[src/design/tpd_pkg.sv]
`timescale 1ns / 1ps

package tpd_pkg;

	localparam int PIXEL_COUNT_BITS_DEF = 32;
	localparam int CFG_DATA_BITS        = 32;
	localparam int CFG_INDEX_BITS       = 1;
	localparam int Q_DEPTH              = 2;

	// format_mode codes
	localparam logic [2:0] MODE_RAW24 = 3'd0;
	localparam logic [2:0] MODE_RAW32 = 3'd1;
	localparam logic [2:0] MODE_RAW16 = 3'd2;
	localparam logic [2:0] MODE_RLE24 = 3'd3;
	localparam logic [2:0] MODE_RLE32 = 3'd4;

	// register indexes
	localparam logic [CFG_INDEX_BITS-1:0] CFG_FORMAT_MODE = 1'b0;
	localparam logic [CFG_INDEX_BITS-1:0] CFG_PIXEL_TOTAL = 1'b1;

	localparam logic [7:0] RLE_RUN_FLAG = 8'd128;
	localparam logic [7:0] RLE_RUN_BIAS = 8'd127;
	localparam logic [7:0] ALPHA_OPAQUE = 8'hff;

	typedef enum logic [1:0] {
		KIND_RGB24,
		KIND_RGBA32,
		KIND_RGB16
	} pix_kind_t;

	// One finished pixel as the front hands it on: bytes in file order.
	typedef struct packed {
		pix_kind_t  kind;
		logic [7:0] b0;
		logic [7:0] b1;
		logic [7:0] b2;
		logic [7:0] b3;
		logic [7:0] count;
		logic       last;
	} q_entry_t;

	typedef struct packed {
		logic     valid;
		q_entry_t entry;
	} q_push_t;

	typedef struct packed {
		logic     valid;
		q_entry_t entry;
	} q_head_t;

endpackage

[src/design/targa_pixel_decoder_top.sv]
// Path: a byte that completes a pixel is written into the queue at the edge that takes it,
// then loaded into the output register once that register is empty or being drained.
// Throughput: one byte per cycle; in_ready drops only once the two-word queue and the
// output register are all full. A pixel is 2, 3 or 4 bytes plus one header per RLE packet.
// Reset (arst_n low, asynchronous): control state, queue and config registers clear
// (format_mode raw 24 bit, pixel_total zero); byte buffer and payload are not reset.
`timescale 1ns / 1ps

module targa_pixel_decoder_top #(
	// width of the pixel counter; pixel_total bits above it are ignored
	parameter int PIXEL_COUNT_BITS = tpd_pkg::PIXEL_COUNT_BITS_DEF
) (
	input  logic                               clk,
	input  logic                               arst_n,
	// config write port: index 0 format_mode, index 1 pixel_total
	input  logic                               cfg_we,
	input  logic [tpd_pkg::CFG_INDEX_BITS-1:0] cfg_index,
	input  logic [tpd_pkg::CFG_DATA_BITS-1:0]  cfg_data,
	// byte stream in
	input  logic                               in_valid,
	output logic                               in_ready,
	input  logic [7:0]                         data_byte,
	input  logic                               image_start,
	// pixel words out
	output logic                               out_valid,
	input  logic                               out_ready,
	output logic [7:0]                         red,
	output logic [7:0]                         green,
	output logic [7:0]                         blue,
	output logic [7:0]                         alpha,
	output logic [7:0]                         repeat_count,
	output logic                               image_last
);

	tpd_pkg::q_push_t push;
	tpd_pkg::q_head_t head;
	logic             q_full;
	logic             pop;

	// Front: parses packet headers, collects pixel bytes, counts pixels and
	// clips runs. All per-byte state lives here and updates at the edge that takes a byte.
	tpd_front #(
		.PIXEL_COUNT_BITS(PIXEL_COUNT_BITS)
	) u_front (
		.clk         (clk),
		.arst_n      (arst_n),
		.cfg_we      (cfg_we),
		.cfg_index   (cfg_index),
		.cfg_data    (cfg_data),
		.data_byte   (data_byte),
		.image_start (image_start),
		.in_valid    (in_valid),
		.in_ready    (in_ready),
		.q_full      (q_full),
		.push        (push)
	);

	// Two-entry queue of finished pixels; lets the front keep taking bytes
	// while a word waits at the output.
	tpd_queue u_queue (
		.clk    (clk),
		.arst_n (arst_n),
		.push   (push),
		.pop    (pop),
		.full   (q_full),
		.head   (head)
	);

	// Back: channel reorder / 16 bit expansion into the output register.
	tpd_back u_back (
		.clk          (clk),
		.arst_n       (arst_n),
		.head         (head),
		.pop          (pop),
		.out_valid    (out_valid),
		.out_ready    (out_ready),
		.red          (red),
		.green        (green),
		.blue         (blue),
		.alpha        (alpha),
		.repeat_count (repeat_count),
		.image_last   (image_last)
	);

endmodule

[src/design/tpd_front.sv]
`timescale 1ns / 1ps

module tpd_front #(
	parameter int PIXEL_COUNT_BITS = tpd_pkg::PIXEL_COUNT_BITS_DEF
) (
	input  logic                                 clk,
	input  logic                                 arst_n,
	input  logic                                 cfg_we,
	input  logic [tpd_pkg::CFG_INDEX_BITS-1:0]   cfg_index,
	input  logic [tpd_pkg::CFG_DATA_BITS-1:0]    cfg_data,
	input  logic [7:0]                           data_byte,
	input  logic                                 image_start,
	input  logic                                 in_valid,
	output logic                                 in_ready,
	input  logic                                 q_full,
	output tpd_pkg::q_push_t                     push
);

	logic [2:0]                  format_mode_q;
	logic [PIXEL_COUNT_BITS-1:0] pixel_total_q;
	logic [1:0]                  phase_q;
	logic [7:0]                  packet_left_q;
	logic                        is_run_q;
	logic [PIXEL_COUNT_BITS-1:0] pixels_left_q;
	logic [7:0]                  held_q [3];

	logic                        take;
	logic [1:0]                  phase_e;
	logic [7:0]                  pl_e;
	logic                        run_e;
	logic [PIXEL_COUNT_BITS-1:0] left_e;
	logic                        is_rle;
	logic [1:0]                  last_phase;
	logic                        active;
	logic                        header;
	logic                        stash;
	logic                        complete;
	logic [7:0]                  count;
	logic [1:0]                  phase_d;
	logic [7:0]                  pl_d;
	logic                        run_d;
	logic [PIXEL_COUNT_BITS-1:0] left_d;
	tpd_pkg::pix_kind_t          kind;

	assign in_ready = !q_full;
	assign take     = in_valid && in_ready;

	always_comb begin
		// start byte restarts the image before it is looked at
		phase_e = image_start ? 2'd0 : phase_q;
		pl_e    = image_start ? 8'd0 : packet_left_q;
		run_e   = image_start ? 1'b0 : is_run_q;
		left_e  = image_start ? pixel_total_q : pixels_left_q;

		is_rle = (format_mode_q == tpd_pkg::MODE_RLE24) ||
			(format_mode_q == tpd_pkg::MODE_RLE32);

		unique case (format_mode_q) inside
			tpd_pkg::MODE_RAW32, tpd_pkg::MODE_RLE32: begin
				last_phase = 2'd3;
				kind       = tpd_pkg::KIND_RGBA32;
			end
			tpd_pkg::MODE_RAW16: begin
				last_phase = 2'd1;
				kind       = tpd_pkg::KIND_RGB16;
			end
			default: begin
				last_phase = 2'd2;
				kind       = tpd_pkg::KIND_RGB24;
			end
		endcase

		active   = (left_e != '0);
		header   = active && is_rle && (pl_e == 8'd0) && (phase_e == 2'd0);
		stash    = active && !header && (phase_e < last_phase);
		complete = active && !header && !stash;

		phase_d = phase_e;
		pl_d    = pl_e;
		run_d   = run_e;
		left_d  = left_e;
		count   = 8'd1;

		if (header) begin
			if (data_byte < tpd_pkg::RLE_RUN_FLAG) begin
				pl_d  = data_byte + 8'd1;
				run_d = 1'b0;
			end else begin
				pl_d  = data_byte - tpd_pkg::RLE_RUN_BIAS;
				run_d = 1'b1;
			end
		end else if (stash) begin
			phase_d = phase_e + 2'd1;
		end else if (complete) begin
			phase_d = 2'd0;
			if (is_rle && run_e) begin
				// clip the run to what is left of the image
				if (left_e < PIXEL_COUNT_BITS'(pl_e))
					count = left_e[7:0];
				else
					count = pl_e;
				pl_d = 8'd0;
			end else if (is_rle) begin
				pl_d = pl_e - 8'd1;
			end
			left_d = left_e - PIXEL_COUNT_BITS'(count);
		end
	end

	always_comb begin
		push.valid       = take && complete;
		push.entry.kind  = kind;
		push.entry.b0    = held_q[0];
		push.entry.b1    = held_q[1];
		push.entry.b2    = held_q[2];
		push.entry.b3    = data_byte;
		push.entry.count = count;
		push.entry.last  = (left_d == '0);
	end

	always_ff @(posedge clk or negedge arst_n) begin
		if (!arst_n) begin
			format_mode_q <= tpd_pkg::MODE_RAW24;
			pixel_total_q <= '0;
			phase_q       <= 2'd0;
			packet_left_q <= 8'd0;
			is_run_q      <= 1'b0;
			pixels_left_q <= '0;
		end else begin
			if (cfg_we) begin
				unique case (cfg_index)
					tpd_pkg::CFG_FORMAT_MODE: format_mode_q <= cfg_data[2:0];
					tpd_pkg::CFG_PIXEL_TOTAL:
						pixel_total_q <= cfg_data[PIXEL_COUNT_BITS-1:0];
					default: ;
				endcase
			end
			if (take) begin
				phase_q       <= phase_d;
				packet_left_q <= pl_d;
				is_run_q      <= run_d;
				pixels_left_q <= left_d;
			end
		end
	end

	// held bytes carry no reset
	always_ff @(posedge clk) begin
		if (take && stash)
			held_q[phase_e] <= data_byte;
	end

endmodule

[src/design/tpd_queue.sv]
`timescale 1ns / 1ps

module tpd_queue (
	input  logic              clk,
	input  logic              arst_n,
	input  tpd_pkg::q_push_t  push,
	input  logic              pop,
	output logic              full,
	output tpd_pkg::q_head_t  head
);

	localparam int PTR_BITS = (tpd_pkg::Q_DEPTH > 1) ? $clog2(tpd_pkg::Q_DEPTH) : 1;
	localparam int CNT_BITS = $clog2(tpd_pkg::Q_DEPTH + 1);
	localparam logic [CNT_BITS-1:0] CNT_FULL = CNT_BITS'(tpd_pkg::Q_DEPTH);
	localparam logic [PTR_BITS-1:0] PTR_LAST = PTR_BITS'(tpd_pkg::Q_DEPTH - 1);

	tpd_pkg::q_entry_t   mem_q [tpd_pkg::Q_DEPTH];
	logic [PTR_BITS-1:0] wr_ptr_q;
	logic [PTR_BITS-1:0] rd_ptr_q;
	logic [CNT_BITS-1:0] cnt_q;
	logic                do_push;
	logic                do_pop;

	assign full       = (cnt_q == CNT_FULL);
	assign do_push    = push.valid && !full;
	assign do_pop     = pop && (cnt_q != '0);
	assign head.valid = (cnt_q != '0);
	assign head.entry = mem_q[rd_ptr_q];

	always_ff @(posedge clk or negedge arst_n) begin
		if (!arst_n) begin
			wr_ptr_q <= '0;
			rd_ptr_q <= '0;
			cnt_q    <= '0;
		end else begin
			if (do_push)
				wr_ptr_q <= (wr_ptr_q == PTR_LAST) ? '0 : wr_ptr_q + 1'b1;
			if (do_pop)
				rd_ptr_q <= (rd_ptr_q == PTR_LAST) ? '0 : rd_ptr_q + 1'b1;
			case ({do_push, do_pop})
				2'b10:   cnt_q <= cnt_q + 1'b1;
				2'b01:   cnt_q <= cnt_q - 1'b1;
				default: cnt_q <= cnt_q;
			endcase
		end
	end

	always_ff @(posedge clk) begin
		if (do_push)
			mem_q[wr_ptr_q] <= push.entry;
	end

endmodule

[src/design/tpd_back.sv]
`timescale 1ns / 1ps

module tpd_back (
	input  logic             clk,
	input  logic             arst_n,
	input  tpd_pkg::q_head_t head,
	output logic             pop,
	output logic             out_valid,
	input  logic             out_ready,
	output logic [7:0]       red,
	output logic [7:0]       green,
	output logic [7:0]       blue,
	output logic [7:0]       alpha,
	output logic [7:0]       repeat_count,
	output logic             image_last
);

	logic        valid_q;
	logic [7:0]  red_q;
	logic [7:0]  green_q;
	logic [7:0]  blue_q;
	logic [7:0]  alpha_q;
	logic [7:0]  count_q;
	logic        last_q;
	logic [15:0] word16;
	logic [7:0]  r_d;
	logic [7:0]  g_d;
	logic [7:0]  b_d;
	logic [7:0]  a_d;

	assign pop = head.valid && (!valid_q || out_ready);

	always_comb begin
		word16 = {head.entry.b3, head.entry.b0};
		unique case (head.entry.kind)
			tpd_pkg::KIND_RGB16: begin
				// 5-5-5 little endian, widened by a shift of 3
				b_d = {word16[4:0], 3'b000};
				g_d = {word16[9:5], 3'b000};
				r_d = {word16[14:10], 3'b000};
				a_d = tpd_pkg::ALPHA_OPAQUE;
			end
			tpd_pkg::KIND_RGBA32: begin
				b_d = head.entry.b0;
				g_d = head.entry.b1;
				r_d = head.entry.b2;
				a_d = head.entry.b3;
			end
			default: begin
				b_d = head.entry.b0;
				g_d = head.entry.b1;
				r_d = head.entry.b3;
				a_d = tpd_pkg::ALPHA_OPAQUE;
			end
		endcase
	end

	always_ff @(posedge clk or negedge arst_n) begin
		if (!arst_n)
			valid_q <= 1'b0;
		else if (pop)
			valid_q <= 1'b1;
		else if (out_ready)
			valid_q <= 1'b0;
	end

	always_ff @(posedge clk) begin
		if (pop) begin
			red_q   <= r_d;
			green_q <= g_d;
			blue_q  <= b_d;
			alpha_q <= a_d;
			count_q <= head.entry.count;
			last_q  <= head.entry.last;
		end
	end

	assign out_valid    = valid_q;
	assign red          = red_q;
	assign green        = green_q;
	assign blue         = blue_q;
	assign alpha        = alpha_q;
	assign repeat_count = count_q;
	assign image_last   = last_q;

endmodule

[config.mk]
export PLATFORM = sky130hd
export DESIGN_NAME = targa_pixel_decoder_top
export DESIGN_NICKNAME = d
export VERILOG_FILES = /design/src/design/tpd_pkg.sv /design/src/design/targa_pixel_decoder_top.sv /design/src/design/tpd_front.sv /design/src/design/tpd_queue.sv /design/src/design/tpd_back.sv
export SDC_FILE = /design/constraint.sdc
export NUM_CORES = 1
export LEC_CHECK = 0
export CAP_MARGIN = 0
export CORE_AREA = 2 2 198 152
export CTS_CLUSTER_DIAMETER = 60
export DETAILED_ROUTE_END_ITERATION = 7
export DIE_AREA = 0 0 200 154
export DONT_BUFFER_PORTS = 1
export SLEW_MARGIN = 20
export SYNTH_ARGS = -nofsm -noshare
export SYNTH_HDL_FRONTEND = slang
export SYNTH_SLANG_ARGS = --single-unit
[constraint.sdc]
create_clock -name clk -period 6.5 [get_ports clk]
set_input_delay 1.3 -clock clk [delete_from_list [all_inputs] [get_ports clk]]
set_output_delay 1.3 -clock clk [all_outputs]
set_load 0.03 [all_outputs]
==> flow_summary.yaml <==
detailed_routing:
  wl_um: 24790
  antenna_left: 0
  dr.pass1.iters: 5
  drtIter0Drc: 398
  avgRoutedWirePerCell_um: 18.59
  post_drt_via_cell_ratio: 5.259
  via_count: 7010
  drcViolationCount: 0
sta:
  hold_ws_ns: 0.4440
  finalHoldViolations: 0
  finalSetupViolCount: 0
  finalClockSkew_ns: 0.01045
  slew_viol_final: 0
  post-route-min-period_ns: 5.611
  maxSlewHeadroom: 0.3849
  rsz0062_at_grt: "no"
  tns_ns: 0
  max_slew.worst_pin.slew_ns: 0.9205
  timing.final.crit_share: 0.8633
  fmax_mhz: 178.2
critical_path:
  path_buf_inv: 2
  cpPeakStageDelay_ns: 0.45
  timing.rr.start: "u_front.pixel_total_q[17]"
  cp.depth: 21
  r2r_end: "u_queue.mem_q[1][0]"
  cp-end-kind: "register"
  worstPathCellList: "mux2i_1, inv_1, ha_1, a21oi_1, a21o_1, o21ai_0, a21oi_1, o21ai_1, buf_4, mux2i_1, nand2_1, ha_1, a21o_1, a21oi_1, a21o_1, nand3_4, a2111oi_1, xor2_1, nand4_1, or3_1, nor4_2"
  r2r_slack_ns: 1.28
  critical_path.endpoint: "u_queue.mem_q[1][0]"
  arrival_ns: 5.96
  rr_worst_depth: 20
  critPathLaunch: "image_start"
  worstSetupPathType: "input port to register"
  crit_fanout: 92
  cpMaxStageDelayCell: "o21ai_1"
  critical_path_required_ns: 6.85
  start_kind: "input port"
  path_delay_family: "compound AO/OA/AOI/OAI gates"
synthesis:
  synth-async-reset-ratio: 0.3547
  avgSynthCellArea_um2: 12.34
  synth_seq_cells: 234
  syn_nets: 992
  synth_top_area_share: 0.3988
  synth_area_leaders: "edfxtp_1 40%, dfrtp_1 18%, mux2_2 5.1%"
  synth_area_leader_cell: "edfxtp_1"
  synth-edff-count: 151
  synth_ff_type: "edfxtp_1"
  ys_types: 73
  synth_area_mm2: 0.01137
  yosysSeqAreaShare: 0.5815
  yosysWarnings: 0
  netlist_instances: 921
global_routing:
  grt-ovfl-total: 0
  antenna_found_initial: 0
  grt_pass1_wl_um: 39180
  grt_max_degree: 93
  grt_pass1_vias: 6807
  grt_use_total: 0.1636
cts:
  clkSinkCount: 234
  cts_hold_buf: 0
  cts_tree: "built"
  clockRootBuffer: "clkbuf_16"
  insertion_delay_ns: 0.54
  post_cts.repair.setup_buffers: 0
  cts-resized-gates: 0
  clockBufferDepth: 3
  tritoncts.num_buffers: 25
  cts_max_level: 1
  clkTransAtPathRegs_ns: 0.06
pwr:
  clockPowerShare: 0.269
  internal_power_uw: 3460
  power_leakage_uw: 0.004717
  power_frac_seq: 0.463
  swShare: 0.3562
  power.switching_uw: 1914
  ir_worst_vdd_mv: 0.1694
  comb_power_share: 0.268
  cellPowerDensity_mw_per_mm2: 424.4
placed_design:
  hpwlAfterDp_um: 17020
  place_congestion: 0.8784
  port_buffers: 0
final_layout:
  drive_gt1_frac: 0.1477
  num_antenna_cells: 0
  layout_commonest_cell: "edfxtp_1"
  final_cell_mix: "151 x edfxtp_1, 82 x dfrtp_1, 76 x nand2_1"
  fillerInstances: 2639
  nets: 993
  syn_to_final_growth_pct: 11.37
floorplan:
  initial_core_util: 0.3959
  rows: 54
  dieArea_mm2: 0.03080
  die_h_um: 154
  top_level_ports: 90
  coreArea_mm2: 0.02872
  die_x_um: 200
run_status:
  status: "finished, final reports clean"
job:
  maxCapViolCount: 0
hold_path:
  hold_path_class: "register to register"
==> cells in the mapped netlist (5+ instances only) <==
cell type / instances
nor3b_1: 5
nand2_1: 77
o22ai_1: 7
a21oi_1: 42
and2_1: 8
and3_1: 10
nand3_1: 18
mux2_2: 51
nand4_1: 9
or4_1: 5
o21ai_0: 54
nor2b_1: 5
mux2i_1: 55
clkbuf_1: 26
or3_1: 9
o211ai_1: 6
nand2b_1: 9
buf_1: 7
o21a_1: 5
inv_1: 22
xnor2_1: 29
xor2_1: 23
dfrtp_1: 83
buf_6: 5
edfxtp_1: 151
o31ai_1: 5
a31oi_1: 5
ha_1: 23
mux4_2: 8
nor3_1: 16
a21o_1: 8
nor2_1: 65
==> worst min-delay path by stage <==
stage | startpoint | slack (ns) | depth (start not counted) | to
after floorplan | u_front.held_q[2][0] | 0.42 | 0 | u_queue.mem_q[0][17]
after global placement | u_front.held_q[1][0] | 0.42 | 0 | u_queue.mem_q[0][25]
after detailed placement | u_front.held_q[1][1] | 0.43 | 0 | u_queue.mem_q[1][26]
after CTS | arst_n | 0.42 | 0 | u_front.format_mode_q[2]
after global routing | arst_n | 0.42 | 0 | u_front.pixels_left_q[2]
final | u_front.held_q[1][0] | 0.44 | 0 | u_queue.mem_q[1][25]
==> flip-flops by register name, indices dropped and copies added (netlist names), 2 cells and up <==
signal	count
u_front.pixel_total_q	32
u_queue.cnt_q	2
u_queue.mem_q	86
u_front.format_mode_q	3
u_back.alpha	8
u_front.held_q	24
u_front.packet_left_q	8
u_back.red	8
u_back.blue	8
u_front.phase_q	2
u_back.green	8
u_front.pixels_left_q	32
u_back.repeat_count	8
==> final cells by class <==
class,instances,area [um^2],area share
Clock buffer,27,643.1,0.05079
Timing Repair Buffer,16,120.1,0.009486
Multi-Input combinational cell,622,4508,0.3560
Sequential cell,234,6613,0.5222
Inverter,23,86.33,0.006818
Clock inverter,19,201.4,0.01591
Tap cell,392,490.5,0.03874
==> power groups by stage <==
stage               Combinational [uW]  Sequential [uW]  Clock [uW]
floorplan                         1150             2420           0
global placement                  1430             2510           0
detailed placement                1450             2520           0
CTS                               1450             2490        1490
global route                      1610             2540        1560
finish                            1440             2490        1450
==> logic make-up (layout without fill, tap and decap cells) <==
family,Yosys count,after routing,synth area share
AO/OA/AOI/OAI,167,167,0.09266
XOR/XNOR,52,52,0.04006
adder cells (fa/ha/maj),24,24,0.02707
buffers and inverters,65,85,0.02520
flip-flops,234,234,0.5815
multiplexers,115,115,0.1161
AND/OR/NAND/NOR,264,264,0.1174
==> stage by stage <==
step                cell area (um^2)  cells  total power [uW]  setup WS [ns]    util
floorplan                      11430    921              3572        0.06905       -
global placement               11820   1287              3946         0.4547  0.4115
detailed placement             11820   1287              3966         0.3881  0.4115
CTS                            12660   1333              5439         0.9335  0.4410
global route                   12660   1333              5704         0.4769  0.4410
finish                         12660   1333              5374         0.8889  0.4410
==> routing by layer <==
| layer | up-vias | share of wire | wire (um) | GRT usage |
|---|---|---|---|---|
| met4 | 0 | 0.020 | 503 | 0.03915 |
| met3 | 36 | 0.042 | 1047 | 0.03202 |
| met1 | 3407 | 0.49 | 12120 | 0.2401 |
| met2 | 145 | 0.45 | 11110 | 0.2488 |
| li1 | 3422 | - | - | - |
| met5 | - | 0 | 0 | 0 |
Power figures use the tool's default switching activity.
